File: src/hdl/glyph_serial_display_writer_unit_macros.svh
// Assertion macros for the glyph serial display writer.
`ifndef GLYPH_SERIAL_DISPLAY_WRITER_UNIT_MACROS_SVH
`define GLYPH_SERIAL_DISPLAY_WRITER_UNIT_MACROS_SVH
`ifndef SYNTHESIS
`define GSDW_ASSERT_NOW(lbl, ante, cons) \
    lbl: assert property (@(posedge clk) disable iff (!rst_n) (ante) |-> (cons)) \
        else $error("gsdw assertion failed");
`define GSDW_ASSERT_NEXT(lbl, ante, cons) \
    lbl: assert property (@(posedge clk) disable iff (!rst_n) (ante) |=> (cons)) \
        else $error("gsdw assertion failed");
`else
`define GSDW_ASSERT_NOW(lbl, ante, cons)
`define GSDW_ASSERT_NEXT(lbl, ante, cons)
`endif
`endif

File: src/hdl/gsdw_pkg.sv
// Package: request/result types, queue types, kind codes and the 5x7 font ROM.
package gsdw_pkg;

    localparam logic [1:0] KIND_CMD  = 2'd0;
    localparam logic [1:0] KIND_DATA = 2'd1;
    localparam logic [1:0] KIND_CHAR = 2'd2;

    localparam logic [7:0] GLYPH_FIRST = 8'h20;
    localparam logic [7:0] GLYPH_LAST  = 8'h7f;

    localparam int GLYPH_BITS = 56;
    localparam int BYTE_BITS  = 8;
    localparam int COL_BITS   = 40;
    localparam int CNT_W      = $clog2(GLYPH_BITS);

    localparam int Q_DEPTH = 2;
    localparam int Q_AW    = $clog2(Q_DEPTH);
    localparam int Q_CW    = $clog2(Q_DEPTH + 1);

    typedef struct packed {
        logic [1:0] kind;
        logic [7:0] value;
    } item_t;

    typedef struct packed {
        logic dc_level;
        logic serial_bit;
        logic last;
    } ser_t;

    // queue entry: byte jobs keep the byte in cols[39:32]
    typedef struct packed {
        logic                dc;
        logic                glyph;
        logic [COL_BITS-1:0] cols;
    } job_t;

    typedef struct packed {
        logic push;
        job_t job;
    } q_wr_t;

    typedef struct packed {
        logic valid;
        job_t job;
    } q_rd_t;

    function automatic logic [COL_BITS-1:0] font_cols(input logic [6:0] idx);
        logic [COL_BITS-1:0] r;
        case (idx)
            7'd0:  r = 40'h0000000000;
            7'd1:  r = 40'h00005f0000;
            7'd2:  r = 40'h0007000700;
            7'd3:  r = 40'h147f147f14;
            7'd4:  r = 40'h242a7f2a12;
            7'd5:  r = 40'h2313086462;
            7'd6:  r = 40'h3649552250;
            7'd7:  r = 40'h0005030000;
            7'd8:  r = 40'h001c224100;
            7'd9:  r = 40'h0041221c00;
            7'd10: r = 40'h14083e0814;
            7'd11: r = 40'h08083e0808;
            7'd12: r = 40'h0050300000;
            7'd13: r = 40'h0808080808;
            7'd14: r = 40'h0060600000;
            7'd15: r = 40'h2010080402;
            7'd16: r = 40'h3e5149453e;
            7'd17: r = 40'h00427f4000;
            7'd18: r = 40'h4261514946;
            7'd19: r = 40'h2141454b31;
            7'd20: r = 40'h1814127f10;
            7'd21: r = 40'h2745454539;
            7'd22: r = 40'h3c4a494930;
            7'd23: r = 40'h0171090503;
            7'd24: r = 40'h3649494936;
            7'd25: r = 40'h064949291e;
            7'd26: r = 40'h0036360000;
            7'd27: r = 40'h0056360000;
            7'd28: r = 40'h0814224100;
            7'd29: r = 40'h1414141414;
            7'd30: r = 40'h0041221408;
            7'd31: r = 40'h0201510906;
            7'd32: r = 40'h324979413e;
            7'd33: r = 40'h7e1111117e;
            7'd34: r = 40'h7f49494936;
            7'd35: r = 40'h3e41414122;
            7'd36: r = 40'h7f4141221c;
            7'd37: r = 40'h7f49494941;
            7'd38: r = 40'h7f09090901;
            7'd39: r = 40'h3e4149497a;
            7'd40: r = 40'h7f0808087f;
            7'd41: r = 40'h00417f4100;
            7'd42: r = 40'h2040413f01;
            7'd43: r = 40'h7f08142241;
            7'd44: r = 40'h7f40404040;
            7'd45: r = 40'h7f020c027f;
            7'd46: r = 40'h7f0408107f;
            7'd47: r = 40'h3e4141413e;
            7'd48: r = 40'h7f09090906;
            7'd49: r = 40'h3e4151215e;
            7'd50: r = 40'h7f09192946;
            7'd51: r = 40'h4649494931;
            7'd52: r = 40'h01017f0101;
            7'd53: r = 40'h3f4040403f;
            7'd54: r = 40'h1f2040201f;
            7'd55: r = 40'h3f4038403f;
            7'd56: r = 40'h6314081463;
            7'd57: r = 40'h0708700807;
            7'd58: r = 40'h6151494543;
            7'd59: r = 40'h007f414100;
            7'd60: r = 40'h0204081020;
            7'd61: r = 40'h0041417f00;
            7'd62: r = 40'h0402010204;
            7'd63: r = 40'h4040404040;
            7'd64: r = 40'h0001020400;
            7'd65: r = 40'h2054545478;
            7'd66: r = 40'h7f48444438;
            7'd67: r = 40'h3844444420;
            7'd68: r = 40'h384444487f;
            7'd69: r = 40'h3854545418;
            7'd70: r = 40'h087e090102;
            7'd71: r = 40'h0c5252523e;
            7'd72: r = 40'h7f08040478;
            7'd73: r = 40'h00447d4000;
            7'd74: r = 40'h2040443d00;
            7'd75: r = 40'h7f10284400;
            7'd76: r = 40'h00417f4000;
            7'd77: r = 40'h7c04180478;
            7'd78: r = 40'h7c08040478;
            7'd79: r = 40'h3844444438;
            7'd80: r = 40'h7c14141408;
            7'd81: r = 40'h081414187c;
            7'd82: r = 40'h7c08040408;
            7'd83: r = 40'h4854545420;
            7'd84: r = 40'h043f444020;
            7'd85: r = 40'h3c4040207c;
            7'd86: r = 40'h1c2040201c;
            7'd87: r = 40'h3c4030403c;
            7'd88: r = 40'h4428102844;
            7'd89: r = 40'h0c5050503c;
            7'd90: r = 40'h4464544c44;
            7'd91: r = 40'h0008364100;
            7'd92: r = 40'h00007f0000;
            7'd93: r = 40'h0041360800;
            7'd94: r = 40'h1008081008;
            7'd95: r = 40'h0006090906;
            default: r = '0;
        endcase
        return r;
    endfunction

endpackage

File: src/hdl/gsdw_queue.sv
// Short job queue between front and back.
module gsdw_queue (
    input  logic            clk,
    input  logic            rst_n,
    input  gsdw_pkg::q_wr_t q_wr,
    output logic            q_full,
    input  logic            q_pop,
    output gsdw_pkg::q_rd_t q_rd
);
    import gsdw_pkg::*;

    job_t            mem_reg [Q_DEPTH];
    logic [Q_AW-1:0] wr_ptr_reg, wr_ptr_next;
    logic [Q_AW-1:0] rd_ptr_reg, rd_ptr_next;
    logic [Q_CW-1:0] count_reg, count_next;
    logic            do_pop;

    assign q_full     = (count_reg == Q_CW'(Q_DEPTH));
    assign q_rd.valid = (count_reg != '0);
    assign q_rd.job   = mem_reg[rd_ptr_reg];
    assign do_pop     = q_pop && q_rd.valid;

    always_comb
    begin
        wr_ptr_next = wr_ptr_reg;
        rd_ptr_next = rd_ptr_reg;
        count_next  = count_reg;
        if (q_wr.push)
        begin
            wr_ptr_next = (wr_ptr_reg == Q_AW'(Q_DEPTH - 1)) ? '0 : wr_ptr_reg + Q_AW'(1);
        end
        if (do_pop)
        begin
            rd_ptr_next = (rd_ptr_reg == Q_AW'(Q_DEPTH - 1)) ? '0 : rd_ptr_reg + Q_AW'(1);
        end
        if (q_wr.push && !do_pop)
        begin
            count_next = count_reg + Q_CW'(1);
        end
        else if (!q_wr.push && do_pop)
        begin
            count_next = count_reg - Q_CW'(1);
        end
    end

    always_ff @(posedge clk or negedge rst_n)
    begin
        if (!rst_n)
        begin
            wr_ptr_reg <= '0;
            rd_ptr_reg <= '0;
            count_reg  <= '0;
        end
        else
        begin
            wr_ptr_reg <= wr_ptr_next;
            rd_ptr_reg <= rd_ptr_next;
            count_reg  <= count_next;
        end
    end

    always_ff @(posedge clk)
    begin
        if (q_wr.push)
        begin
            mem_reg[wr_ptr_reg] <= q_wr.job;
        end
    end

endmodule

File: config.mk
export PLATFORM = sky130hd
export DESIGN_NAME = gsdw_queue
export DESIGN_NICKNAME = d
export VERILOG_FILES = /design/src/hdl/glyph_serial_display_writer_unit_macros.svh /design/src/hdl/gsdw_pkg.sv /design/src/hdl/gsdw_queue.sv
export SDC_FILE = /design/constraint.sdc
export NUM_CORES = 1
export LEC_CHECK = 0
export BUFFER_PORTS_ARGS = -buffer_cell sky130_fd_sc_hd__buf_4
export CORE_UTILIZATION = 52
export DETAILED_ROUTE_END_ITERATION = 10
export PLACE_DENSITY_LB_ADDON = 0.1
export SYNTH_ARGS = -nofsm -noshare
export SYNTH_HDL_FRONTEND = slang
export SYNTH_SLANG_ARGS = --single-unit
File: constraint.sdc
create_clock -name clk -period 3.21 [get_ports clk]
set_clock_uncertainty 0.05 [all_clocks]
set_input_delay 0.1605 -clock clk [delete_from_list [all_inputs] [get_ports clk]]
set_output_delay 0.1605 -clock clk [all_outputs]
set_load 0.005 [all_outputs]
==> qor.yml <==
status: "complete, no violations"
highest-signal-layer: "met4"
min_period_ps: 2230
num_antenna_cells: 0
numCtsBuffers: 9
synth_mux_area_share_pct: 18.1
cts_hold_buf: 44
clk_latency_ps: 340
nNetsFinal: 336
placed_area_sq_um: 4130
synth_area_leaders: "edfxtp_1 74%, mux2_4 17%, dfrtp_1 2.9%"
largest_register_ffs: 84
timing.final.ws_setup_ps: 977
synth-seq-area-share_pct: 76.6
worst_hold_slack_ps: 61.3
die_w_um: 83.1
synth_cells: 147
fmax_mhz: 448
start_kind: "flop"
fin_area_sq_um: 4760
required_ps: 3000
fin_setup_tns_ps: 0
p_clk_share_pct: 20.1
drt_iter0_markers: 92
critPathKind: "reg -> out"
reg2reg_depth: 2
coreArea_sq_um: 6350
design.die.area_sq_um: 6910
start_util_pct: 53.9
synthXorXnorAreaFrac_pct: 1.28
drv_slew: 0
htreeDepth: 3
cts-root-buf: "clkbuf_8"
finalSetupViolCount: 0
port_buffers: 89
dr_wl_met2_um: 3250
post_cts_resized: 0
cts_tree: "built"
p_seq_share_pct: 47.0
worstSetupStartpoint: "rd_ptr_reg"
drv_cap: 0
fp-row-count: 29
hold_viol: 0
worst_pin_slew_ps: 1010
grt_pass1_vias: 2070
met1Wirelength_um: 2150
cts_setup_buffers: 0
max_stage_delay_ps: 860
synth_cell_types: 14
critPathCaptureType: "primary output"
gr-usage-all-layers_pct: 18.5
grt_pass1_wl_um: 9540
clkTransAtPathRegs_ps: 80
nFillCells: 404
wl_met3_um: 249
synthSimpleGateAreaFrac_pct: 0.951
grt_max_degree: 43
min_period_over_period_pct: 69.6
cp_max_fo: 25
arrival_ps: 2020
reg2reg_to: "mem_reg[0][13]"
internal_power_mw: 2.65
drt-wirelength-per-cell_um: 15.7
synthAdderAreaFrac_pct: 0.366
syn-num-nets: 194
r2r-start: "wr_ptr_reg"
io_pins: 90
place_ws_ps: 1310
area_growth_pct: 39.0
rsz0062_at_grt: "no"
cts.sinks: 88
drc: 0
drtPass1Iterations: 4
powerDensity_nw_per_um2: 753
gr-total-overflow: 0
final_cell_mix: "92 x buf_4, 84 x edfxtp_1, 44 x dlygate4sd3_1, 39 x mux2_4, 9 x clkbuf_8"
fin_util_pct: 74.9
synth_top_area_share_pct: 73.7
syn_area_per_cell_sq_um: 23.3
yosysWarnings: 0
combPwrFrac_pct: 32.9
cp-endpoint: "q_rd[2]"
antenna_found_initial: 0
routed_wl_um: 5820
cp_slowest_cell: "dfrtp_2"
hp-class: "in -> reg"
slew_headroom_pct: 32.6
die_h_um: 83.1
r2r_setup_slack_ps: 1460
layout.cells.most_common: "buf_4"
synth_compound_area_share_pct: 0
power_leakage_nw: 1.93
ant_nets: 0
crit_chain: "buf_4 -> mux2_4 -> buf_4"
ir_drop_v: 0.000419
drive_above_1_share_pct: 51.7
synth_top_family_by_area: "multiplexers"
synth_area_sq_um: 3420
seqCellArea_sq_um: 2620
multi_input_comb_area_sq_um: 717
vias_per_cell: 4.78
clockBufferDepth: 2
p_sw_mw: 0.932
path_common_cell: "buf_4"
synth_largest_area_cell: "edfxtp_1"
place_congestion: 0.713
ys_ff_latch: 88
p_sw_share_pct: 26.0
num_vias: 1775
[layout make-up]
class	instances	area share, %
sequential	88	55.2
clock buffer	10	2.68
multi-input combinational	54	15.1
timing repair buffer	136	23.8
clock inverter	6	1.26
tap	77	2.03
[power groups by stage]
stage                     clock network (mW)  logic [mW]  registers (mW)
after floorplan                            0       0.829            1.61
after global placement                     0        1.12            1.69
after detailed placement                   0        1.15            1.72
after CTS                              0.736        1.20            1.69
after global routing                   0.785        1.27            1.71
final                                  0.720        1.18            1.68
[synthesized netlist by cell type, drive strengths merged]
cell    number
mux2        42
edfxtp      84
ha           1
xor2         3
nor2b        2
and2         1
or2          1
nor2         1
buf          5
nand2        1
dfrtp        4
xnor2        2
[metal layers]
metal / vias up / global-route usage (%)
met1: 850 / 19.4
met2: 57 / 33.8
met3: 14 / 4.08
met5: - / 0
li1: 854 / -
met4: 0 / 10.7
[per-stage QoR]
stage          cells  power, mW
2_1_floorplan    147       2.44
3_5_place_dp     311       2.86
6_report         371       3.58
4_1_cts          371       3.62
5_1_grt          371       3.76
3_3_place_gp     311       2.81
[worst min-delay path by stage]
stage / start / end / slack [ps] / cells past startpoint
after floorplan: rst_n / count_reg[0] / -190 / 0
after global placement: rst_n / count_reg[0] / -100 / 1
after detailed placement: rst_n / count_reg[0] / -90 / 1
after CTS: q_pop / rd_ptr_reg / 50 / 3
after global routing: q_pop / rd_ptr_reg / 80 / 3
final: q_pop / rd_ptr_reg / 60 / 3
[critical path: cells and delay by family, from the launching register on]
kind,cells,cell delay [ps]
muxes,1,320
DFF,1,860
buffers and inverters,2,490
[cell families after synthesis]
logic type                 count (synthesis)
xor gates and xnor gates                   5
adders and majority gates                  1
buffers and inverters                      5
DFF                                       88
muxes                                     42
and+or+nand+nor                            6
(Power assumes the default switching activity.)
