[config.mk]
export PLATFORM = sky130hd
export DESIGN_NAME = gsdw_back
export DESIGN_NICKNAME = d
export VERILOG_FILES = /design/src/hdl/glyph_serial_display_writer_unit_macros.svh /design/src/hdl/gsdw_pkg.sv /design/src/hdl/gsdw_back.sv
export SDC_FILE = /design/constraint.sdc
export NUM_CORES = 1
export LEC_CHECK = 0
export BUFFER_PORTS_ARGS = -buffer_cell sky130_fd_sc_hd__buf_4
export CAP_MARGIN = 10
export CORE_AREA = 4 4 80 82
export CTS_CLUSTER_DIAMETER = 100
export DETAILED_ROUTE_END_ITERATION = 12
export DIE_AREA = 0 0 84 86
export MAX_ROUTING_LAYER = met4
export PLACE_DENSITY = 0.8
export SETUP_SLACK_MARGIN = 0.15
export SLEW_MARGIN = 10
export SYNTH_ARGS = -nofsm -noshare
export SYNTH_HDL_FRONTEND = slang
export SYNTH_SLANG_ARGS = --single-unit
export TNS_END_PERCENT = 1
[constraint.sdc]
create_clock -name clk -period 2.3 [get_ports clk]
set_clock_uncertainty 0.15 [all_clocks]
set_input_delay 0.115 -clock clk [delete_from_list [all_inputs] [get_ports clk]]
set_output_delay 0.115 -clock clk [all_outputs]
set_load 0.01 [all_outputs]
[src/hdl/glyph_serial_display_writer_unit_macros.svh]
// Assertion macros for the glyph serial display writer.
`ifndef GLYPH_SERIAL_DISPLAY_WRITER_UNIT_MACROS_SVH
`define GLYPH_SERIAL_DISPLAY_WRITER_UNIT_MACROS_SVH
`ifndef SYNTHESIS
`define GSDW_ASSERT_NOW(lbl, ante, cons) \
    lbl: assert property (@(posedge clk) disable iff (!rst_n) (ante) |-> (cons)) \
        else $error("gsdw assertion failed");
`define GSDW_ASSERT_NEXT(lbl, ante, cons) \
    lbl: assert property (@(posedge clk) disable iff (!rst_n) (ante) |=> (cons)) \
        else $error("gsdw assertion failed");
`else
`define GSDW_ASSERT_NOW(lbl, ante, cons)
`define GSDW_ASSERT_NEXT(lbl, ante, cons)
`endif
`endif

[src/hdl/gsdw_pkg.sv]
// Package: request/result types, queue types, kind codes and the 5x7 font ROM.
package gsdw_pkg;

    localparam logic [1:0] KIND_CMD  = 2'd0;
    localparam logic [1:0] KIND_DATA = 2'd1;
    localparam logic [1:0] KIND_CHAR = 2'd2;

    localparam logic [7:0] GLYPH_FIRST = 8'h20;
    localparam logic [7:0] GLYPH_LAST  = 8'h7f;

    localparam int GLYPH_BITS = 56;
    localparam int BYTE_BITS  = 8;
    localparam int COL_BITS   = 40;
    localparam int CNT_W      = $clog2(GLYPH_BITS);

    localparam int Q_DEPTH = 2;
    localparam int Q_AW    = $clog2(Q_DEPTH);
    localparam int Q_CW    = $clog2(Q_DEPTH + 1);

    typedef struct packed {
        logic [1:0] kind;
        logic [7:0] value;
    } item_t;

    typedef struct packed {
        logic dc_level;
        logic serial_bit;
        logic last;
    } ser_t;

    // queue entry: byte jobs keep the byte in cols[39:32]
    typedef struct packed {
        logic                dc;
        logic                glyph;
        logic [COL_BITS-1:0] cols;
    } job_t;

    typedef struct packed {
        logic push;
        job_t job;
    } q_wr_t;

    typedef struct packed {
        logic valid;
        job_t job;
    } q_rd_t;

    function automatic logic [COL_BITS-1:0] font_cols(input logic [6:0] idx);
        logic [COL_BITS-1:0] r;
        case (idx)
            7'd0:  r = 40'h0000000000;
            7'd1:  r = 40'h00005f0000;
            7'd2:  r = 40'h0007000700;
            7'd3:  r = 40'h147f147f14;
            7'd4:  r = 40'h242a7f2a12;
            7'd5:  r = 40'h2313086462;
            7'd6:  r = 40'h3649552250;
            7'd7:  r = 40'h0005030000;
            7'd8:  r = 40'h001c224100;
            7'd9:  r = 40'h0041221c00;
            7'd10: r = 40'h14083e0814;
            7'd11: r = 40'h08083e0808;
            7'd12: r = 40'h0050300000;
            7'd13: r = 40'h0808080808;
            7'd14: r = 40'h0060600000;
            7'd15: r = 40'h2010080402;
            7'd16: r = 40'h3e5149453e;
            7'd17: r = 40'h00427f4000;
            7'd18: r = 40'h4261514946;
            7'd19: r = 40'h2141454b31;
            7'd20: r = 40'h1814127f10;
            7'd21: r = 40'h2745454539;
            7'd22: r = 40'h3c4a494930;
            7'd23: r = 40'h0171090503;
            7'd24: r = 40'h3649494936;
            7'd25: r = 40'h064949291e;
            7'd26: r = 40'h0036360000;
            7'd27: r = 40'h0056360000;
            7'd28: r = 40'h0814224100;
            7'd29: r = 40'h1414141414;
            7'd30: r = 40'h0041221408;
            7'd31: r = 40'h0201510906;
            7'd32: r = 40'h324979413e;
            7'd33: r = 40'h7e1111117e;
            7'd34: r = 40'h7f49494936;
            7'd35: r = 40'h3e41414122;
            7'd36: r = 40'h7f4141221c;
            7'd37: r = 40'h7f49494941;
            7'd38: r = 40'h7f09090901;
            7'd39: r = 40'h3e4149497a;
            7'd40: r = 40'h7f0808087f;
            7'd41: r = 40'h00417f4100;
            7'd42: r = 40'h2040413f01;
            7'd43: r = 40'h7f08142241;
            7'd44: r = 40'h7f40404040;
            7'd45: r = 40'h7f020c027f;
            7'd46: r = 40'h7f0408107f;
            7'd47: r = 40'h3e4141413e;
            7'd48: r = 40'h7f09090906;
            7'd49: r = 40'h3e4151215e;
            7'd50: r = 40'h7f09192946;
            7'd51: r = 40'h4649494931;
            7'd52: r = 40'h01017f0101;
            7'd53: r = 40'h3f4040403f;
            7'd54: r = 40'h1f2040201f;
            7'd55: r = 40'h3f4038403f;
            7'd56: r = 40'h6314081463;
            7'd57: r = 40'h0708700807;
            7'd58: r = 40'h6151494543;
            7'd59: r = 40'h007f414100;
            7'd60: r = 40'h0204081020;
            7'd61: r = 40'h0041417f00;
            7'd62: r = 40'h0402010204;
            7'd63: r = 40'h4040404040;
            7'd64: r = 40'h0001020400;
            7'd65: r = 40'h2054545478;
            7'd66: r = 40'h7f48444438;
            7'd67: r = 40'h3844444420;
            7'd68: r = 40'h384444487f;
            7'd69: r = 40'h3854545418;
            7'd70: r = 40'h087e090102;
            7'd71: r = 40'h0c5252523e;
            7'd72: r = 40'h7f08040478;
            7'd73: r = 40'h00447d4000;
            7'd74: r = 40'h2040443d00;
            7'd75: r = 40'h7f10284400;
            7'd76: r = 40'h00417f4000;
            7'd77: r = 40'h7c04180478;
            7'd78: r = 40'h7c08040478;
            7'd79: r = 40'h3844444438;
            7'd80: r = 40'h7c14141408;
            7'd81: r = 40'h081414187c;
            7'd82: r = 40'h7c08040408;
            7'd83: r = 40'h4854545420;
            7'd84: r = 40'h043f444020;
            7'd85: r = 40'h3c4040207c;
            7'd86: r = 40'h1c2040201c;
            7'd87: r = 40'h3c4030403c;
            7'd88: r = 40'h4428102844;
            7'd89: r = 40'h0c5050503c;
            7'd90: r = 40'h4464544c44;
            7'd91: r = 40'h0008364100;
            7'd92: r = 40'h00007f0000;
            7'd93: r = 40'h0041360800;
            7'd94: r = 40'h1008081008;
            7'd95: r = 40'h0006090906;
            default: r = '0;
        endcase
        return r;
    endfunction

endpackage

[src/hdl/gsdw_back.sv]
// Back end: serializes jobs MSB first into the registered bit stream.
module gsdw_back (
    input  logic            clk,
    input  logic            rst_n,
    input  gsdw_pkg::q_rd_t q_rd,
    output logic            q_pop,
    output logic            ser_valid,
    input  logic            ser_stall,
    output gsdw_pkg::ser_t  ser
);
    import gsdw_pkg::*;

    logic [GLYPH_BITS-1:0] shift_reg, shift_next;
    logic [CNT_W-1:0]      cnt_reg, cnt_next;
    logic                  busy_reg, busy_next;
    logic                  dc_reg, dc_next;
    logic                  valid_reg, valid_next;
    ser_t                  ser_reg, ser_next;
    logic                  advance;
    logic [GLYPH_BITS-1:0] word;

    assign advance   = !valid_reg || !ser_stall;
    assign ser_valid = valid_reg;
    assign ser       = ser_reg;
    assign word      = q_rd.job.glyph ? {8'h00, q_rd.job.cols, 8'h00}
                                      : {q_rd.job.cols, 16'h0000};

    always_comb
    begin
        shift_next = shift_reg;
        cnt_next   = cnt_reg;
        busy_next  = busy_reg;
        dc_next    = dc_reg;
        valid_next = valid_reg;
        ser_next   = ser_reg;
        q_pop      = 1'b0;
        if (advance)
        begin
            if (busy_reg)
            begin
                valid_next = 1'b1;
                ser_next   = '{dc_level: dc_reg, serial_bit: shift_reg[GLYPH_BITS-1],
                               last: (cnt_reg == CNT_W'(1))};
                shift_next = shift_reg << 1;
                cnt_next   = cnt_reg - CNT_W'(1);
                busy_next  = (cnt_reg != CNT_W'(1));
            end
            else if (q_rd.valid)
            begin
                q_pop      = 1'b1;
                valid_next = 1'b1;
                ser_next   = '{dc_level: q_rd.job.dc, serial_bit: word[GLYPH_BITS-1],
                               last: 1'b0};
                shift_next = word << 1;
                cnt_next   = q_rd.job.glyph ? CNT_W'(GLYPH_BITS - 1) : CNT_W'(BYTE_BITS - 1);
                busy_next  = 1'b1;
                dc_next    = q_rd.job.dc;
            end
            else
            begin
                valid_next = 1'b0;
            end
        end
    end

    always_ff @(posedge clk or negedge rst_n)
    begin
        if (!rst_n)
        begin
            busy_reg  <= 1'b0;
            valid_reg <= 1'b0;
            cnt_reg   <= '0;
        end
        else
        begin
            busy_reg  <= busy_next;
            valid_reg <= valid_next;
            cnt_reg   <= cnt_next;
        end
    end

    always_ff @(posedge clk)
    begin
        shift_reg <= shift_next;
        dc_reg    <= dc_next;
        ser_reg   <= ser_next;
    end

endmodule

==> summary.txt <==
CTS
  • Root Buffer: clkbuf_8
  • Clock sink count: 59
  • H-Tree Depth: 3
  • CTS buffer count: 9
  • CTS resizes: 0
  • Clock transition at path regs: 70 ps
  • Clk_lat worst skew: about 340 ps
  • Worst-case clock buffer depth: 2
  • CTS tree: done

Critical path
  • Crit. End Element: primary output
  • Worst setup startpoint: busy_reg
  • R2R Setup Slk: 510 ps
  • Critical path required time: 2040 ps
  • Reg2Reg Depth: 4
  • CP max FO: 24
  • Capturing point of the worst reg2reg path: cnt_reg[4]
  • Critical path arrival: 1640 ps
  • CP startpoint kind: flop
  • Worst r2r src: busy_reg
  • Setup CP Type: reg -> out

STA
  • Slew Limit Fails: 0
  • Unrepaired setup endpoints after global routing: false
  • Final Critical Period: 1910 ps
  • Final hold violations: 0
  • Setup violators final: 0
  • Period utilization: 0.828
  • Setup_tns: 0 ps
  • Rel. slew slack: 0.625
  • Max Fclk: ~520 MHz
  • Worst Tran Pin Value: around 560 ps
  • Setup WS post-layout: 395 ps

GRT
  • Gr ovfl total: 0
  • First-pass GRT wire length: 10.7 mm
  • Initial antenna violation count: 0
  • GR Util All Layers: 0.200
  • Largest net degree at the start of global routing: 38
  • Number of global-route vias before repair: around 2,200

Floorplanning
  • Initial Utilization: 0.488
  • Area of the core: approximately 5700 µm²
  • Cell row count: 28
  • Die Area: 7220 µm²
  • # IOs: 51
  • Die width: 84 µm
  • Die height: 86 µm

Place
  • DP Worst Slack: roughly 490 ps
  • GPL Wtd Cong: 0.816
  • DP HPWL: 4.32 mm
  • PortBufs: 50
  • Placed cell area: around 3300 µm²

Synthesis
  • Synth top area share: 0.546
  • Post-Synth Adder-Cell Area: 0.00893
  • Seq cells post-synth: 59
  • Warnings, synthesis: 0
  • Post-Synthesis Cells: 227
  • Top cells by area, synth: edfxtp_1, mux2i_1, dfrtp_1
  • Synthesized area: 2800 µm²
  • Synthesized area per cell: 12.3 µm²
  • Post-synth cell types: 31
  • Synth Area in Simple Gates: 0.0839
  • Post-synth top area cell: edfxtp_1
  • Xor/xnor share of the synthesized area: 0
  • Main combinational cell family by area after synthesis: compound AO/OA/AOI/OAI gates
  • Synth Net Count: between 200 and 300
  • Proportion of synthesized area in mux cells: 0.126
  • Compound-gate portion of the synthesized area: 0.135
  • Sequential area share after synthesis: 0.618

Final layout
  • Most frequent cells in the layout: buf_4, edfxtp_1, nand2_1
  • Share of layout cells above drive strength 1: 0.260
  • Ant. Diodes: 0
  • Final instance area: 3750 µm²
  • Max reg flops: 47
  • Commonest non-fill, non-tap cell in the layout: buf_4
  • Nets: 355
  • Area delta synth->final: 34.0%

Power
  • Peak VDD IR: 0.000523 V
  • Power per standard cell area: 737 nW/µm²
  • Leakage Power: 0.00160 µW

Min path
  • Min-Delay Path Class: in -> reg
  • Hold endpoint: shift_reg[19]
  • Hold Path Depth: 3
  • Hold Crit Start: q_rd[10]

Routing
  • Post-route ant nets: 0
  • DRT iter0 DRCs: 164
  • First-pass DRT Iterations: 4
  • # DRC: 0
  • WL/cell: 16.7 µm
  • Final wirelength: 6.48 mm
  • DR vias/cell: roughly 5.5
  • Via count: ~2,100

Flow run
  • Max_cap viols: 0

Outcome
  • Status: finished, final reports clean
[critical path, stage by stage, from the launching register on]
cell,delay (ps)
dfrtp_2,530
buf_4,300
inv_1,120
and2_1,200
buf_4,150
[metrics by stage]
stage	hold WS (ps)	power, µW	instances	util
6_report	5.74	2770	387	0.654
4_1_cts	1.57	2780	387	0.654
3_3_place_gp	-209	1730	344	0.571
2_1_floorplan	-331	1590	227	-
3_5_place_dp	-208	1740	344	0.571
5_1_grt	27.9	2890	387	0.654
[how the worst max path moves through the flow]
stage | endpoint | slack, ps | cells past startpoint
2_1_floorplan | cnt_reg[4] | 10 | 4
3_3_place_gp | cnt_reg[2] | 580 | 5
3_5_place_dp | cnt_reg[4] | 490 | 4
4_1_cts | q_pop | 370 | 4
5_1_grt | q_pop | 290 | 4
6_report | q_pop | 390 | 4
[Yosys cell counts]
master	number
edfxtp_1	51
nand2_1	38
mux2i_1	33
o21ai_0	33
a22o_1	14
dfrtp_1	8
buf_2	7
clkbuf_1	5
inv_1	4
nor2_1	4
a21oi_1	3
buf_1	3
a32oi_1	2
and2_1	2
ha_1	2
mux2_2	2
or4_1	2
a21boi_0	1
a22oi_1	1
a31oi_1	1
and3_2	1
nand3_1	1
nor2b_1	1
nor3_1	1
o211ai_1	1
o22ai_1	1
o2bb2ai_2	1
o31ai_1	1
or2_2	1
or2b_2	1
or3_4	1
[layout make-up]
| class | instances | area, µm² |
|---|---|---|
| fillers | 445 | 1990 |
| flip-flops and latches | 59 | 1730 |
| multi-input cells | 149 | 1000 |
| repair buffers | 84 | 698 |
| clock buffers | 9 | 124 |
| well taps | 75 | 93.8 |
| clock inverters | 7 | 82.6 |
| inverters | 4 | 18.8 |
[report_power, final]
group | leakage (µW) | internal (µW) | total [µW] | switching, µW
clock | 0.000108 | 597 | 1010 | 412
combinational | 0.000907 | 217 | 404 | 187
sequential | 0.000584 | 1290 | 1350 | 61.5
[cells by family (layout without fill, tap and decap cells)]
kind of cell / after synthesis / count (layout)
buffers and inverters: 19 / 104
multiplexers: 35 / 35
flip-flops: 59 / 59
AND/OR/NAND/NOR: 53 / 53
AO/OA/AOI/OAI: 59 / 59
adder cells (fa/ha/maj): 2 / 2
[routing by layer]
metal,GRT usage,part of all wire,vias up
li1,-,-,1007
met1,0.248,0.42,1059
met2,0.313,0.51,53
met3,0.0375,0.042,19
met4,0.105,0.033,0
met5,-,0,-
[timing repair]
action	CTS	global route
buffers inserted	0	0
hold buffers	27	0
endpoints found under the hold margin	37	0
Note: power is estimated with default switching activity, not from simulation.
